[config.mk]
export PLATFORM = sky130hd
export DESIGN_NAME = linear_probe_hash_table
export DESIGN_NICKNAME = d
export VERILOG_FILES = /design/src/hw/rtl/lph_pkg.sv /design/src/hw/rtl/lph_front.sv /design/src/hw/rtl/lph_queue.sv /design/src/hw/rtl/lph_back.sv /design/src/hw/rtl/linear_probe_hash_table.sv
export SDC_FILE = /design/constraint.sdc
export NUM_CORES = 2
export LEC_CHECK = 0
export BUFFER_PORTS_ARGS = -buffer_cell sky130_fd_sc_hd__buf_2
export CORE_UTILIZATION = 50
export DETAILED_ROUTE_END_ITERATION = 6
export PLACE_DENSITY = 0.72
export SLEW_MARGIN = 20
export SYNTH_ARGS = -nofsm -noshare
export SYNTH_HDL_FRONTEND = slang
export SYNTH_SLANG_ARGS = --single-unit
export TNS_END_PERCENT = 100
[constraint.sdc]
create_clock -name clock -period 5.82 [get_ports clock]
set_input_delay 0 -clock clock [delete_from_list [all_inputs] [get_ports clock]]
set_output_delay 0 -clock clock [all_outputs]
set_load 0.005 [all_outputs]
[src/hw/rtl/lph_pkg.sv]
// shared types and constants for the linear probing hash table
// used by every module of the block; depends on nothing

`default_nettype none

package lph_pkg;

   localparam int KEY_W    = 32;
   localparam int VALUE_W  = 32;
   localparam int CMD_W    = 2;
   localparam int STATUS_W = 3;
   localparam int COUNT_W  = 5;
   localparam int HASH_W   = 31;

   localparam logic [KEY_W-1:0]   SLOT_FREE       = 32'h0000_0000;
   localparam logic [KEY_W-1:0]   SLOT_TOMB       = 32'hffff_ffff;
   localparam logic [COUNT_W-1:0] MAX_ITEMS_RESET = 5'd15;

   localparam int TABLE_SIZE_DEFAULT  = 31;
   localparam int QUEUE_DEPTH_DEFAULT = 2;

   typedef enum logic [CMD_W-1:0] {
      CMD_PUT      = 2'd0,
      CMD_PUT_ONCE = 2'd1,
      CMD_GET      = 2'd2,
      CMD_REMOVE   = 2'd3
   } cmd_type;

   typedef enum logic [STATUS_W-1:0] {
      ST_OK        = 3'd0,
      ST_NOT_FOUND = 3'd1,
      ST_EXISTS    = 3'd2,
      ST_FULL      = 3'd3,
      ST_RESERVED  = 3'd4
   } status_type;

   typedef struct packed {
      cmd_type             cmd;
      logic [KEY_W-1:0]    key;
      logic [VALUE_W-1:0]  value;
      logic                reserved;
   } req_item_type;

   typedef enum logic [1:0] {
      F_IDLE,
      F_MUL,
      F_RED,
      F_PUSH
   } front_state_type;

   typedef enum logic [1:0] {
      B_CLEAR,
      B_IDLE,
      B_PROBE,
      B_EXEC
   } back_state_type;

endpackage

`default_nettype wire

[src/hw/rtl/lph_front.sv]
// front end: takes a command, flags reserved keys, computes the home slot
// by a reciprocal multiply; depends on lph_pkg

`default_nettype none

module lph_front #(
   parameter int TABLE_SIZE = lph_pkg::TABLE_SIZE_DEFAULT
) (
   input  wire logic                          clock,
   input  wire logic                          reset,
   input  wire logic                          accept,
   input  wire logic [lph_pkg::CMD_W-1:0]     req_cmd,
   input  wire logic [lph_pkg::KEY_W-1:0]     req_key,
   input  wire logic [lph_pkg::VALUE_W-1:0]   req_value,
   output      logic                          front_busy,
   input  wire logic                          q_full,
   output      logic                          push,
   output      lph_pkg::req_item_type         push_item,
   output      logic [$clog2(TABLE_SIZE)-1:0] push_home
);

   localparam int SLOT_W = $clog2(TABLE_SIZE);
   localparam int SHIFT  = lph_pkg::HASH_W + SLOT_W;
   localparam int PROD_W = lph_pkg::HASH_W + 32;
   localparam int Q_W    = PROD_W - SHIFT;
   localparam logic [63:0] RECIP_WIDE = (64'd1 << SHIFT) / TABLE_SIZE;
   localparam logic [31:0] RECIP      = RECIP_WIDE[31:0];
   localparam logic [SLOT_W:0] SIZE_V = (SLOT_W+1)'(TABLE_SIZE);

   lph_pkg::front_state_type state_ff, state_in;
   lph_pkg::req_item_type    item_ff, item_in;
   logic [PROD_W-1:0]        prod_ff, prod_in;
   logic [SLOT_W:0]          rem_ff, rem_in;

   logic [Q_W-1:0]           quot;
   logic [lph_pkg::HASH_W-1:0] quot_wide;
   logic [lph_pkg::HASH_W-1:0] quot_n;
   logic [SLOT_W:0]          home_full;

   // next state
   always_comb begin
      state_in = state_ff;
      unique case (state_ff)
         lph_pkg::F_IDLE: begin
            if (accept) state_in = lph_pkg::F_MUL;
         end
         lph_pkg::F_MUL:  state_in = lph_pkg::F_RED;
         lph_pkg::F_RED:  state_in = lph_pkg::F_PUSH;
         lph_pkg::F_PUSH: begin
            if (!q_full) state_in = lph_pkg::F_IDLE;
         end
         default:         state_in = lph_pkg::F_IDLE;
      endcase
   end

   // quotient estimate is low by at most one, so one subtract fixes the remainder
   always_comb begin
      quot      = prod_ff[PROD_W-1:SHIFT];
      quot_wide = lph_pkg::HASH_W'(quot);
      quot_n    = quot_wide * lph_pkg::HASH_W'(TABLE_SIZE);
      home_full = (rem_ff >= SIZE_V) ? (rem_ff - SIZE_V) : rem_ff;
   end

   // outputs and datapath
   always_comb begin
      item_in    = item_ff;
      prod_in    = prod_ff;
      rem_in     = rem_ff;
      front_busy = 1'b1;
      push       = 1'b0;
      unique case (state_ff)
         lph_pkg::F_IDLE: begin
            front_busy       = 1'b0;
            item_in.cmd      = lph_pkg::cmd_type'(req_cmd);
            item_in.key      = req_key;
            item_in.value    = req_value;
            item_in.reserved = (req_key == lph_pkg::SLOT_FREE) ||
                               (req_key == lph_pkg::SLOT_TOMB);
         end
         lph_pkg::F_MUL: begin
            prod_in = item_ff.key[lph_pkg::HASH_W-1:0] * RECIP;
         end
         lph_pkg::F_RED: begin
            rem_in = item_ff.key[SLOT_W:0] - quot_n[SLOT_W:0];
         end
         lph_pkg::F_PUSH: begin
            push = !q_full;
         end
         default: begin
            front_busy = 1'b1;
         end
      endcase
   end

   assign push_item = item_ff;
   assign push_home = home_full[SLOT_W-1:0];

   always_ff @(posedge clock) begin
      if (reset) begin
         state_ff <= lph_pkg::F_IDLE;
      end else begin
         state_ff <= state_in;
      end
   end

   always_ff @(posedge clock) begin
      item_ff <= item_in;
      prod_ff <= prod_in;
      rem_ff  <= rem_in;
   end

endmodule

`default_nettype wire

[src/hw/rtl/lph_queue.sv]
// short item queue between front and back end
// register based fifo; depends on lph_pkg for its default depth

`default_nettype none

module lph_queue #(
   parameter int DATA_W = 8,
   parameter int DEPTH  = lph_pkg::QUEUE_DEPTH_DEFAULT
) (
   input  wire logic              clock,
   input  wire logic              reset,
   input  wire logic              push,
   input  wire logic [DATA_W-1:0] push_data,
   output      logic              full,
   input  wire logic              pop,
   output      logic              not_empty,
   output      logic [DATA_W-1:0] head_data
);

   localparam int PTR_W = (DEPTH > 1) ? $clog2(DEPTH) : 1;
   localparam int CNT_W = $clog2(DEPTH + 1);

   logic [DATA_W-1:0] entry_ff [DEPTH];
   logic [PTR_W-1:0]  wr_ptr_ff, wr_ptr_in;
   logic [PTR_W-1:0]  rd_ptr_ff, rd_ptr_in;
   logic [CNT_W-1:0]  count_ff, count_in;

   function automatic logic [PTR_W-1:0] ptr_step(input logic [PTR_W-1:0] p);
      logic [PTR_W-1:0] r;
      r = (p == PTR_W'(DEPTH - 1)) ? '0 : p + PTR_W'(1);
      return r;
   endfunction

   assign full      = (count_ff == CNT_W'(DEPTH));
   assign not_empty = (count_ff != '0);
   assign head_data = entry_ff[rd_ptr_ff];

   always_comb begin
      wr_ptr_in = push ? ptr_step(wr_ptr_ff) : wr_ptr_ff;
      rd_ptr_in = pop  ? ptr_step(rd_ptr_ff) : rd_ptr_ff;
      count_in  = count_ff;
      if (push && !pop) count_in = count_ff + CNT_W'(1);
      if (pop && !push) count_in = count_ff - CNT_W'(1);
   end

   always_ff @(posedge clock) begin
      if (reset) begin
         wr_ptr_ff <= '0;
         rd_ptr_ff <= '0;
         count_ff  <= '0;
      end else begin
         wr_ptr_ff <= wr_ptr_in;
         rd_ptr_ff <= rd_ptr_in;
         count_ff  <= count_in;
      end
   end

   always_ff @(posedge clock) begin
      if (push) entry_ff[wr_ptr_ff] <= push_data;
   end

endmodule

`default_nettype wire

[src/hw/rtl/lph_back.sv]
// back end: slot memories, probe sequencer, command execution and result
// registers; depends on lph_pkg

`default_nettype none

module lph_back #(
   parameter int TABLE_SIZE = lph_pkg::TABLE_SIZE_DEFAULT
) (
   input  wire logic                          clock,
   input  wire logic                          reset,
   input  wire logic [lph_pkg::COUNT_W-1:0]   max_items,
   input  wire logic                          q_valid,
   input  wire lph_pkg::req_item_type         q_item,
   input  wire logic [$clog2(TABLE_SIZE)-1:0] q_home,
   output      logic                          q_pop,
   output      logic                          clearing,
   output      logic                          rsp_strobe,
   output      logic [lph_pkg::STATUS_W-1:0]  rsp_status,
   output      logic                          rsp_found,
   output      logic [lph_pkg::VALUE_W-1:0]   rsp_value_out,
   output      logic [lph_pkg::COUNT_W-1:0]   rsp_item_count
);

   localparam int SLOT_W = $clog2(TABLE_SIZE);
   localparam logic [SLOT_W-1:0] LAST_SLOT = SLOT_W'(TABLE_SIZE - 1);

   lph_pkg::back_state_type state_ff, state_in;
   lph_pkg::req_item_type   item_ff, item_in;
   logic [SLOT_W-1:0]       idx_ff, idx_in;
   logic [SLOT_W-1:0]       n_ff, n_in;
   logic [SLOT_W-1:0]       clr_ff, clr_in;
   logic [SLOT_W-1:0]       ins_slot_ff, ins_slot_in;
   logic                    has_ins_ff, has_ins_in;
   logic                    hit_ff, hit_in;
   logic [lph_pkg::VALUE_W-1:0] hit_val_ff, hit_val_in;
   logic [lph_pkg::COUNT_W-1:0] count_ff, count_in;

   logic                        rsp_strobe_ff, rsp_strobe_in;
   lph_pkg::status_type         rsp_status_ff, rsp_status_in;
   logic                        rsp_found_ff, rsp_found_in;
   logic [lph_pkg::VALUE_W-1:0] rsp_value_ff, rsp_value_in;
   logic [lph_pkg::COUNT_W-1:0] rsp_count_ff, rsp_count_in;

   logic [lph_pkg::KEY_W-1:0]   key_mem [TABLE_SIZE];
   logic [lph_pkg::VALUE_W-1:0] val_mem [TABLE_SIZE];
   logic [lph_pkg::KEY_W-1:0]   key_rd_ff;
   logic [lph_pkg::VALUE_W-1:0] val_rd_ff;
   logic [SLOT_W-1:0]           rd_addr;
   logic [SLOT_W-1:0]           wr_addr;
   logic                        key_we, val_we;
   logic [lph_pkg::KEY_W-1:0]   key_wdata;
   logic [lph_pkg::VALUE_W-1:0] val_wdata;

   logic [SLOT_W-1:0] idx_next;
   logic              sk_free, sk_tomb, sk_hit, probe_last;

   assign idx_next   = (idx_ff == LAST_SLOT) ? '0 : idx_ff + SLOT_W'(1);
   assign sk_free    = (key_rd_ff == lph_pkg::SLOT_FREE);
   assign sk_tomb    = (key_rd_ff == lph_pkg::SLOT_TOMB);
   assign sk_hit     = (key_rd_ff == item_ff.key);
   assign probe_last = (n_ff == LAST_SLOT);

   // next state
   always_comb begin
      state_in = state_ff;
      unique case (state_ff)
         lph_pkg::B_CLEAR: begin
            if (clr_ff == LAST_SLOT) state_in = lph_pkg::B_IDLE;
         end
         lph_pkg::B_IDLE: begin
            if (q_valid && !q_item.reserved) state_in = lph_pkg::B_PROBE;
         end
         lph_pkg::B_PROBE: begin
            if (sk_hit || sk_free || probe_last) state_in = lph_pkg::B_EXEC;
         end
         lph_pkg::B_EXEC: state_in = lph_pkg::B_IDLE;
         default:         state_in = lph_pkg::B_CLEAR;
      endcase
   end

   // outputs and datapath
   always_comb begin
      item_in       = item_ff;
      idx_in        = idx_ff;
      n_in          = n_ff;
      clr_in        = clr_ff;
      ins_slot_in   = ins_slot_ff;
      has_ins_in    = has_ins_ff;
      hit_in        = hit_ff;
      hit_val_in    = hit_val_ff;
      count_in      = count_ff;
      rsp_strobe_in = 1'b0;
      rsp_status_in = rsp_status_ff;
      rsp_found_in  = rsp_found_ff;
      rsp_value_in  = rsp_value_ff;
      rsp_count_in  = rsp_count_ff;
      q_pop         = 1'b0;
      clearing      = 1'b0;
      rd_addr       = idx_next;
      wr_addr       = idx_ff;
      key_we        = 1'b0;
      val_we        = 1'b0;
      key_wdata     = lph_pkg::SLOT_FREE;
      val_wdata     = '0;
      unique case (state_ff)
         lph_pkg::B_CLEAR: begin
            clearing = 1'b1;
            clr_in   = clr_ff + SLOT_W'(1);
            wr_addr  = clr_ff;
            key_we   = 1'b1;
            val_we   = 1'b1;
         end
         lph_pkg::B_IDLE: begin
            rd_addr = q_home;
            if (q_valid) begin
               q_pop      = 1'b1;
               item_in    = q_item;
               idx_in     = q_home;
               n_in       = '0;
               has_ins_in = 1'b0;
               hit_in     = 1'b0;
               if (q_item.reserved) begin
                  rsp_strobe_in = 1'b1;
                  rsp_status_in = lph_pkg::ST_RESERVED;
                  rsp_found_in  = 1'b0;
                  rsp_value_in  = '0;
                  rsp_count_in  = count_ff;
               end
            end
         end
         lph_pkg::B_PROBE: begin
            // slot idx_ff is in the read registers, idx_next is being fetched
            hit_in     = sk_hit;
            hit_val_in = val_rd_ff;
            if ((sk_free || sk_tomb) && !has_ins_ff) begin
               has_ins_in  = 1'b1;
               ins_slot_in = idx_ff;
            end
            if (!(sk_hit || sk_free || probe_last)) begin
               idx_in = idx_next;
               n_in   = n_ff + SLOT_W'(1);
            end
         end
         lph_pkg::B_EXEC: begin
            rsp_strobe_in = 1'b1;
            rsp_found_in  = hit_ff;
            rsp_value_in  = '0;
            rsp_status_in = lph_pkg::ST_OK;
            unique case (item_ff.cmd) inside
               lph_pkg::CMD_PUT, lph_pkg::CMD_PUT_ONCE: begin
                  if (hit_ff) begin
                     if (item_ff.cmd == lph_pkg::CMD_PUT_ONCE) begin
                        rsp_status_in = lph_pkg::ST_EXISTS;
                     end else begin
                        val_we    = 1'b1;
                        val_wdata = item_ff.value;
                     end
                  end else if ((count_ff >= max_items) || !has_ins_ff) begin
                     rsp_status_in = lph_pkg::ST_FULL;
                  end else begin
                     wr_addr   = ins_slot_ff;
                     key_we    = 1'b1;
                     key_wdata = item_ff.key;
                     val_we    = 1'b1;
                     val_wdata = item_ff.value;
                     count_in  = count_ff + lph_pkg::COUNT_W'(1);
                  end
               end
               lph_pkg::CMD_GET: begin
                  if (hit_ff) begin
                     rsp_value_in = hit_val_ff;
                  end else begin
                     rsp_status_in = lph_pkg::ST_NOT_FOUND;
                  end
               end
               lph_pkg::CMD_REMOVE: begin
                  if (hit_ff) begin
                     key_we    = 1'b1;
                     key_wdata = lph_pkg::SLOT_TOMB;
                     val_we    = 1'b1;
                     if (count_ff != '0) count_in = count_ff - lph_pkg::COUNT_W'(1);
                  end else begin
                     rsp_status_in = lph_pkg::ST_NOT_FOUND;
                  end
               end
               default: rsp_status_in = lph_pkg::ST_NOT_FOUND;
            endcase
            rsp_count_in = count_in;
         end
         default: begin
            clearing = 1'b1;
         end
      endcase
   end

   always_ff @(posedge clock) begin
      if (reset) begin
         state_ff      <= lph_pkg::B_CLEAR;
         clr_ff        <= '0;
         count_ff      <= '0;
         rsp_strobe_ff <= 1'b0;
      end else begin
         state_ff      <= state_in;
         clr_ff        <= clr_in;
         count_ff      <= count_in;
         rsp_strobe_ff <= rsp_strobe_in;
      end
   end

   always_ff @(posedge clock) begin
      item_ff       <= item_in;
      idx_ff        <= idx_in;
      n_ff          <= n_in;
      ins_slot_ff   <= ins_slot_in;
      has_ins_ff    <= has_ins_in;
      hit_ff        <= hit_in;
      hit_val_ff    <= hit_val_in;
      rsp_status_ff <= rsp_status_in;
      rsp_found_ff  <= rsp_found_in;
      rsp_value_ff  <= rsp_value_in;
      rsp_count_ff  <= rsp_count_in;
   end

   // slot memories, registered reads
   always_ff @(posedge clock) begin
      if (key_we) key_mem[wr_addr] <= key_wdata;
      key_rd_ff <= key_mem[rd_addr];
   end

   always_ff @(posedge clock) begin
      if (val_we) val_mem[wr_addr] <= val_wdata;
      val_rd_ff <= val_mem[rd_addr];
   end

   assign rsp_strobe     = rsp_strobe_ff;
   assign rsp_status     = rsp_status_ff;
   assign rsp_found      = rsp_found_ff;
   assign rsp_value_out  = rsp_value_ff;
   assign rsp_item_count = rsp_count_ff;

`ifndef SYNTH
   a_no_rsp_in_clear: assert property (@(posedge clock) disable iff (reset)
      (state_ff == lph_pkg::B_CLEAR) |-> !rsp_strobe_ff)
      else $error("result during clearing pass");

   a_probe_bound: assert property (@(posedge clock) disable iff (reset)
      (state_ff == lph_pkg::B_PROBE) |-> (n_ff <= LAST_SLOT))
      else $error("probe ran past table size");

   a_found_status: assert property (@(posedge clock) disable iff (reset)
      (rsp_strobe_ff && rsp_found_ff) |->
      (rsp_status_ff == lph_pkg::ST_OK || rsp_status_ff == lph_pkg::ST_EXISTS))
      else $error("found item with miss status");

   a_value_on_ok: assert property (@(posedge clock) disable iff (reset)
      (rsp_strobe_ff && rsp_status_ff != lph_pkg::ST_OK) |-> (rsp_value_ff == '0))
      else $error("nonzero value on failed command");

   a_count_bound: assert property (@(posedge clock) disable iff (reset)
      (!rsp_strobe_ff || (rsp_count_ff <= TABLE_SIZE)) && (count_ff <= TABLE_SIZE))
      else $error("item count exceeds table size");
`endif

endmodule

`default_nettype wire

[src/hw/rtl/linear_probe_hash_table.sv]
// top level of the linear probing key/value table
// holds the max_items register; uses lph_pkg, lph_front, lph_queue, lph_back

`default_nettype none

// Usage:
//   Command channel: drive req_cmd, req_key, req_value with start high; the
//   item is taken at a clock edge where start is high and busy is low.
//   Result channel: every item gives one result, shown for a single cycle
//   with rsp_strobe high; the receiver cannot stall it and must take it.
//   Config: csr_we with csr_wdata writes max_items (reset 15). Write it
//   only while the block is idle; the block itself does not enforce this.
//   Flow: the front end takes no new item until its current one is pushed
//   (reciprocal multiply for the home slot, reduction, then a push into a
//   2-entry queue, held while the queue is full); the back end probes slots
//   with one key memory read per cycle, then executes. Reserved keys skip
//   probing and give their result straight from the idle state.
//   Reset: after reset the back end clears all TABLE_SIZE slots, one per
//   cycle; busy stays high during this clearing pass.

module linear_probe_hash_table #(
   parameter int TABLE_SIZE  = lph_pkg::TABLE_SIZE_DEFAULT,
   parameter int QUEUE_DEPTH = lph_pkg::QUEUE_DEPTH_DEFAULT
) (
   input  wire logic                         clock,
   input  wire logic                         reset,
   input  wire logic                         start,
   output      logic                         busy,
   input  wire logic [lph_pkg::CMD_W-1:0]    req_cmd,
   input  wire logic [lph_pkg::KEY_W-1:0]    req_key,
   input  wire logic [lph_pkg::VALUE_W-1:0]  req_value,
   input  wire logic                         csr_we,
   input  wire logic [lph_pkg::COUNT_W-1:0]  csr_wdata,
   output      logic                         rsp_strobe,
   output      logic [lph_pkg::STATUS_W-1:0] rsp_status,
   output      logic                         rsp_found,
   output      logic [lph_pkg::VALUE_W-1:0]  rsp_value_out,
   output      logic [lph_pkg::COUNT_W-1:0]  rsp_item_count
);

   localparam int SLOT_W = $clog2(TABLE_SIZE);
   localparam int ITEM_W = $bits(lph_pkg::req_item_type);
   localparam int DATA_W = ITEM_W + SLOT_W;

   logic [lph_pkg::COUNT_W-1:0] max_items_ff, max_items_in;

   logic                  front_busy;
   logic                  clearing;
   logic                  accept;
   logic                  push;
   lph_pkg::req_item_type push_item;
   logic [SLOT_W-1:0]     push_home;
   logic                  q_full;
   logic                  q_pop;
   logic                  q_valid;
   logic [DATA_W-1:0]     q_head;
   lph_pkg::req_item_type q_item;
   logic [SLOT_W-1:0]     q_home;

   assign busy   = front_busy || clearing;
   assign accept = start && !busy;

   assign max_items_in = csr_we ? csr_wdata : max_items_ff;

   always_ff @(posedge clock) begin
      if (reset) begin
         max_items_ff <= lph_pkg::MAX_ITEMS_RESET;
      end else begin
         max_items_ff <= max_items_in;
      end
   end

   lph_front #(
      .TABLE_SIZE (TABLE_SIZE)
   ) u_front (
      .clock      (clock),
      .reset      (reset),
      .accept     (accept),
      .req_cmd    (req_cmd),
      .req_key    (req_key),
      .req_value  (req_value),
      .front_busy (front_busy),
      .q_full     (q_full),
      .push       (push),
      .push_item  (push_item),
      .push_home  (push_home)
   );

   lph_queue #(
      .DATA_W (DATA_W),
      .DEPTH  (QUEUE_DEPTH)
   ) u_queue (
      .clock     (clock),
      .reset     (reset),
      .push      (push),
      .push_data ({push_item, push_home}),
      .full      (q_full),
      .pop       (q_pop),
      .not_empty (q_valid),
      .head_data (q_head)
   );

   assign q_item = lph_pkg::req_item_type'(q_head[DATA_W-1:SLOT_W]);
   assign q_home = q_head[SLOT_W-1:0];

   lph_back #(
      .TABLE_SIZE (TABLE_SIZE)
   ) u_back (
      .clock          (clock),
      .reset          (reset),
      .max_items      (max_items_ff),
      .q_valid        (q_valid),
      .q_item         (q_item),
      .q_home         (q_home),
      .q_pop          (q_pop),
      .clearing       (clearing),
      .rsp_strobe     (rsp_strobe),
      .rsp_status     (rsp_status),
      .rsp_found      (rsp_found),
      .rsp_value_out  (rsp_value_out),
      .rsp_item_count (rsp_item_count)
   );

endmodule

`default_nettype wire
# Word-level counts from Yosys, hierarchy flattened
# Memories as Yosys holds them, arrays and structs flattened. A register that Yosys moved wholly into a read port is not among the register bits.
# Index checks and enable logic that the tools add are counted.
[op_classes]
add_sub_neg = 11
n_mul = 2
order_cmp = 2
n_eq_ne = 25
mux = 87
reduce_logical = 37
[ops]
columns = ["operator", "count"]
rows = [
  ["$mux W32", 13],
  ["$pmux W32 S2", 2],
  ["$mux W5", 16],
  ["$eq A32 B32 Y1 const B", 2],
  ["$logic_not A32 Y1", 2],
  ["$mul A31 B31 Y62 const B", 1],
  ["$pmux W5 S2", 5],
  ["$eq A32 B32 Y1", 1],
  ["$mul A27 B5 Y6 const B", 1],
  ["$mux W1", 27],
  ["$add A5 B1 Y5 const B", 4],
  ["$mux W2", 9],
  ["$pmux W1 S2", 8],
  ["$pmux W2 S4", 2],
  ["$eq A5 B5 Y1 const B", 3],
  ["$eq A2 B2 Y1 const B", 7],
  ["$pmux W3 S2", 2],
  ["$reduce_and A3 Y1", 4],
  ["$ne A2 B1 Y1 const B", 5],
  ["$mux W3", 3],
  ["$ne A2 B2 Y1 const B", 4],
  ["$reduce_and A2 Y1", 4],
  ["$reduce_bool A2 Y1", 4],
  ["$eq A2 B1 Y1 const B", 3],
  ["14 further kinds", 32],
]
[totals]
register_bits = 315
ramBits = 2128
inputBits = 75
out_inout_bits = 43
wordCells = 195
n_memories = 3
[mem_list]
columns = ["memory", "depth", "word_bits", "read_ports", "rd_clocked_by_memory_dff", "wr", "line", "text"]
rows = [
  ["u_back.key_mem", 31, 32, 1, 1, 1, "lph_back.sv:44", "logic [lph_pkg::KEY_W-1:0] key_mem [TABLE_SIZE];"],
  ["u_back.val_mem", 31, 32, 1, 1, 1, "lph_back.sv:45", "logic [lph_pkg::VALUE_W-1:0] val_mem [TABLE_SIZE];"],
  ["u_queue.entry_ff", 2, 72, 1, 1, 1, "lph_queue.sv:23", "logic [DATA_W-1:0] entry_ff [DEPTH];"],
]

# Logic depth before layout (Yosys ltp)
[logic_depth]
depth_word = 8
ltp_mapped = 21
depth_no_buf = 21

# Hierarchy
# From an unflattened synthesis, not the netlist that was laid out.
[unflattened]
hier_cells = 6552
hier_area_um2 = 99568.0
[modules_own_cells]
columns = ["module", "instances", "cells_each", "area_per_inst_um2", "seq_area_each_um2"]
rows = [
  ["lph_back", 1, 5556, 85806.0, 65803.1],
  ["lph_front", 1, 731, 8152.8, 2412.3],
  ["lph_queue", 1, 246, 5400.2, 4424.2],
  ["linear_probe_hash_table", 1, 19, 209.0, 100.1],
]

# Least setup slack after synthesis
# No wires, ideal clock.
[synth_timing]
kind = "register -> register"
from = "register u_front.item_ff (netlist bit u_front.push_item[36])"
to = "register u_front.prod_ff[41], data pin"
t_arrival_ns = 4.943
required_ns = 5.559
path_slack_ns = 0.616
stages_incl_launch_ff = 21
n_path_buf = 0
period_less_slack_ns = 5.204
cell_sequence = "edfxtp_1 ha_1 ha_1 xnor2_1 ha_1 or2_2 fa_1 inv_1 fa_1 fa_1 inv_1 ha_1 ha_1 nand3_1 nor4_1 a2111oi_0 o21ai_0 a21o_1 a21oi_1 o21ai_0 xnor2_1"
[synth_via]
elab_chain_cells = 1
[synth_lines]
columns = ["element", "line", "text"]
rows = [
  ["start: declaration", "lph_front.sv:31", "lph_pkg::req_item_type item_ff, item_in;"],
  ["start signal: assignment", "lph_front.sv:107", "item_ff <= item_in;"],
  ["$mul A31 B31 Y62", "lph_front.sv:81", "prod_in = item_ff.key[lph_pkg::HASH_W-1:0] * RECIP;"],
  ["end signal: assignment", "lph_front.sv:108", "prod_ff <= prod_in;"],
  ["end: declaration", "lph_front.sv:32", "logic [PROD_W-1:0] prod_ff, prod_in;"],
]
# Every way passes these cells.
# A chain may end at the register's enable or synchronous reset.

# Worst setup path after layout
[layout_timing]
from = "register u_front.item_ff (netlist bit u_front.push_item[41])"
to = "register u_front.prod_ff[41], data pin"
# The elaborated chain is that of the path after synthesis.

==> metrics.txt <==
most frequently used flop master after synthesis sky130_fd_sc_hd__edfxtp_1; data required time of the critical path 6.42 ns; CTS tree done; area share of and/or/nand/nor cells after synthesis 6.329%; final wirelength 258.6 mm; estimated wirelength of the detail-placed design 145.7 mm; final setup fails 0; Starting Density 50.41%; critical path start-end classification reg2reg; number of different library cells in the post-synthesis netlist 70; parity-gate share of the synthesized area counting xor and xnor cells 0.7210%; PnR Total Power 60.77 mW; Critical Path End Type flip-flop; Max Clock Skew 0.08985 ns; Min Hold Slack 0.1426 ns; fraction of the mapped netlist area in compound gates 4.598%; area of the multi-input gates 24170 µm²; worst stage delay on the critical path 0.52 ns; final hold violation count 0; number of storage elements in the synthesis netlist 2452; total number of H-tree levels 4; Filler cells 14114; adder-cell area share of the yosys netlist 3.955%; Netlist Area Pre-Place 98390 µm²; syn_nets 6156; Worst Path Max Fanout 4; number of vias per cell 6.133; total congestion overflow after global routing 0; core utilization of the finished layout 57.69%; Final period util 95.12%; Core Region 195200 µm²; Max Transition Viols Final 0; nature of the critical path startpoint flip-flop; layout overhead on the synthesized area 14.44%; Arrival @ worst endpoint 6.14 ns; sequential share of the synthesized area 73.93%; maximum number of pins on one net before global-route repair 121; synthesized instance count 5821; later-pin clock latency in the skew report 0.90 ns; cell class contributing the biggest share of worst-path delay adder cells; sequence of cells on the critical path ha_1 > ha_1 > xnor2_1 > ha_1 > or2_2 > fa_1 > inv_1 > fa_1 > fa_1 > inv_1 > ha_1 > ha_1 > nand3_1 > nor4_2 > a2111oi_1 > o21ai_1 > a21o_1 > a21oi_1 > o21ai_0 > xnor2_1; static leakage power 37.14 nW; first-pass iteration count of the detailed router 6; cts bufs inserted 230; per-cell routed wire length 28.60 µm; run status completed; pwr dens 539.7 nW/µm²; most frequently used cell type in the post-synthesis netlist sky130_fd_sc_hd__edfxtp_1; worst hold-check path type in2reg; slowest cell on the critical path sky130_fd_sc_hd__fa_1; std cell rows 162; clk root buf sky130_fd_sc_hd__clkbuf_16; multiplexer share of the synthesized area 8.276%; maximum clock insertion buffer count 3; number of ports placed on the die boundary 118; leading post-synthesis cells by cell area sky130_fd_sc_hd__edfxtp_1 72%, sky130_fd_sc_hd__mux4_2 6.7%, sky130_fd_sc_hd__nand2_1 3.2%; FF/Latch Area 72740 µm²; dominant cell type by count on the critical path sky130_fd_sc_hd__ha_1; first-pass GRT wire length 374.2 mm; layout cells sized above 1 17.01%; number of buffer and inverter instances along the worst setup path 2; time the final worst path needs with I/O delays and setup 5.536 ns; most frequent cells after synthesis 2363 x sky130_fd_sc_hd__edfxtp_1, 829 x sky130_fd_sc_hd__nand2_1, 291 x sky130_fd_sc_hd__mux4_2; die footprint 198600 µm²; RePlAce Congestion 0.9172; Final nets 6545; peak supply drop 0.001575 V; number of synthesized flops with an enable pin 2363; total of buffers placed on input and output ports 117; DRC violation count after routing 0; biggest area consumer among synthesized cells sky130_fd_sc_hd__edfxtp_1; GR Util All Layers 26.00%; average instance area after synthesis 16.90 µm²; Synth top area share 72.12%; violation count after the first detailed-routing iteration 7356; relative max-transition margin 19.67%; Total Neg Setup Slack 0 ns; Syn. warnings 0; main combinational cell family by area after synthesis multiplexers; Die W 445.6 µm; vias in the first global route 55533; antenna violations before repair 2; clk slew on worst S/H paths 0.07 ns; setup repair after global routing missed its margin no; pin slew with the least headroom to its limit 1.202 ns; Final ANT Viol Nets 0; number of maximum-capacitance violations 0; Vert. Die Dim 445.6 µm; fraction of registers with async set or reset after synthesis 0%; sink count of the clock tree 2452; total number of vias 55433; timing-limited maximum frequency 180.6 MHz
## through the flow
| step | setup slack [ns] | instance area (µm²) | std cells |
|---|---|---|---|
| floorplan | 0.6161 | 98390 | 5821 |
| CTS | 0.1612 | 112500 | 9031 |
| detailed placement | 0.2239 | 103300 | 8439 |
| finish | 0.2838 | 112600 | 9039 |
| global route | 0.01169 | 112600 | 9037 |
| global placement | 0.2533 | 103300 | 8439 |
## worst reg2reg max path: stages, from the launching register on
cell and delay, ns:
sky130_fd_sc_hd__edfxtp_1 0.41, sky130_fd_sc_hd__ha_1 0.32, sky130_fd_sc_hd__ha_1 0.34, sky130_fd_sc_hd__xnor2_1 0.17, sky130_fd_sc_hd__ha_1 0.18, sky130_fd_sc_hd__or2_2 0.32
sky130_fd_sc_hd__fa_1 0.52, sky130_fd_sc_hd__inv_1 0.05, sky130_fd_sc_hd__fa_1 0.46, sky130_fd_sc_hd__fa_1 0.49, sky130_fd_sc_hd__inv_1 0.04, sky130_fd_sc_hd__ha_1 0.27
sky130_fd_sc_hd__ha_1 0.32, sky130_fd_sc_hd__nand3_1 0.15, sky130_fd_sc_hd__nor4_2 0.08, sky130_fd_sc_hd__a2111oi_1 0.41, sky130_fd_sc_hd__o21ai_1 0.14, sky130_fd_sc_hd__a21o_1 0.19
sky130_fd_sc_hd__a21oi_1 0.12, sky130_fd_sc_hd__o21ai_0 0.12, sky130_fd_sc_hd__xnor2_1 0.14
## routing by layer
metal | vias to the layer above | global-route usage [%] | part of all wire (%)
li1 | 23250 | - | -
met3 | 612 | 4.758 | 9.7
met4 | 0 | 10.81 | 4.4
met2 | 3308 | 42.30 | 49
met5 | - | 0 | 0
met1 | 28263 | 34.65 | 37
## sequential cells by signal, summed over array words and instances, names as in the netlist, 6 cells and up, named ones only
signal	cells
u_back.hit_val_ff	32
u_back.item_ff	66
u_back.key_mem	992
u_back.key_rd_ff	32
u_back.rsp_value_out	32
u_back.val_mem	992
u_back.val_rd_ff	32
u_front.prod_ff	6
u_front.push_item	67
u_front.rem_ff	6
u_queue.entry_ff	144
## layout by cell type, fill, tap and decap left out, types with 16 or more instances in the layout
master	count
sky130_fd_sc_hd__dfxtp_1	88
sky130_fd_sc_hd__nand2b_1	16
sky130_fd_sc_hd__mux4_2	291
sky130_fd_sc_hd__clkbuf_16	231
sky130_fd_sc_hd__mux2_2	72
sky130_fd_sc_hd__nor2_1	133
sky130_fd_sc_hd__buf_2	117
sky130_fd_sc_hd__xnor2_1	35
sky130_fd_sc_hd__clkinv_1	48
sky130_fd_sc_hd__nand2_1	828
sky130_fd_sc_hd__a221oi_1	65
sky130_fd_sc_hd__o21ai_0	76
sky130_fd_sc_hd__nand3_1	107
sky130_fd_sc_hd__a311oi_1	89
sky130_fd_sc_hd__buf_12	36
sky130_fd_sc_hd__mux2i_1	72
sky130_fd_sc_hd__a21oi_1	119
sky130_fd_sc_hd__fa_1	85
sky130_fd_sc_hd__ha_1	173
sky130_fd_sc_hd__o21a_1	40
sky130_fd_sc_hd__clkbuf_1	55
sky130_fd_sc_hd__nor2_4	67
sky130_fd_sc_hd__and2_1	73
sky130_fd_sc_hd__clkinv_2	37
sky130_fd_sc_hd__dlygate4sd3_1	157
sky130_fd_sc_hd__xor2_1	46
sky130_fd_sc_hd__edfxtp_1	2363
sky130_fd_sc_hd__nand4_1	38
sky130_fd_sc_hd__o211ai_1	63
sky130_fd_sc_hd__and3_1	90
sky130_fd_sc_hd__inv_1	217
sky130_fd_sc_hd__bufinv_16	22
sky130_fd_sc_hd__nor4_1	29
sky130_fd_sc_hd__a31oi_1	111
sky130_fd_sc_hd__buf_4	133
## repair_timing
item / 4_1_cts / 5_1_grt
setup buffers: 0 / 3
hold buffers: 157 / 0
resized for setup: 0 / 4
endpoints found under the hold margin: 92 / 0
setup endpoints to repair: 0 / 2
## logic make-up after synthesis
group / Yosys count
flops: 2452
simple gates: 1427
compound gates: 653
mux: 440
xor+xnor: 81
buf+inv: 508
fa+ha+maj: 260
## worst paths after layout
check	cells after the start	start	endpoint	slack, ns
worst max-delay path	20	u_front.push_item[41]	u_front.prod_ff[41]	0.28
worst min-delay path	5	req_key[5]	u_front.push_item[0]	0.14
worst max register to register	20	u_front.push_item[41]	u_front.prod_ff[41]	0.28
worst min register to register	0	u_back.val_rd_ff[27]	u_back.hit_val_ff[27]	0.35
## final cells by class
class                   instances  share of cell area (%)
clock buffers                 295                   5.427
multi-input cells            2861                   21.47
well taps                    2624                   2.916
diodes                          2                0.004445
inverters                     219                  0.7312
clock inverters               140                   1.367
flip-flops and latches       2452                   64.60
repair buffers                446                   3.482
## where the power goes
part	leakage [nW]	total, mW	switching [mW]	internal (mW)
clock	3.68	15.1	6.61	8.45
combinational	12.6	23.6	14.3	9.32
sequential	20.8	22.1	0.703	21.4
Note: power is estimated with default switching activity, not from simulation.
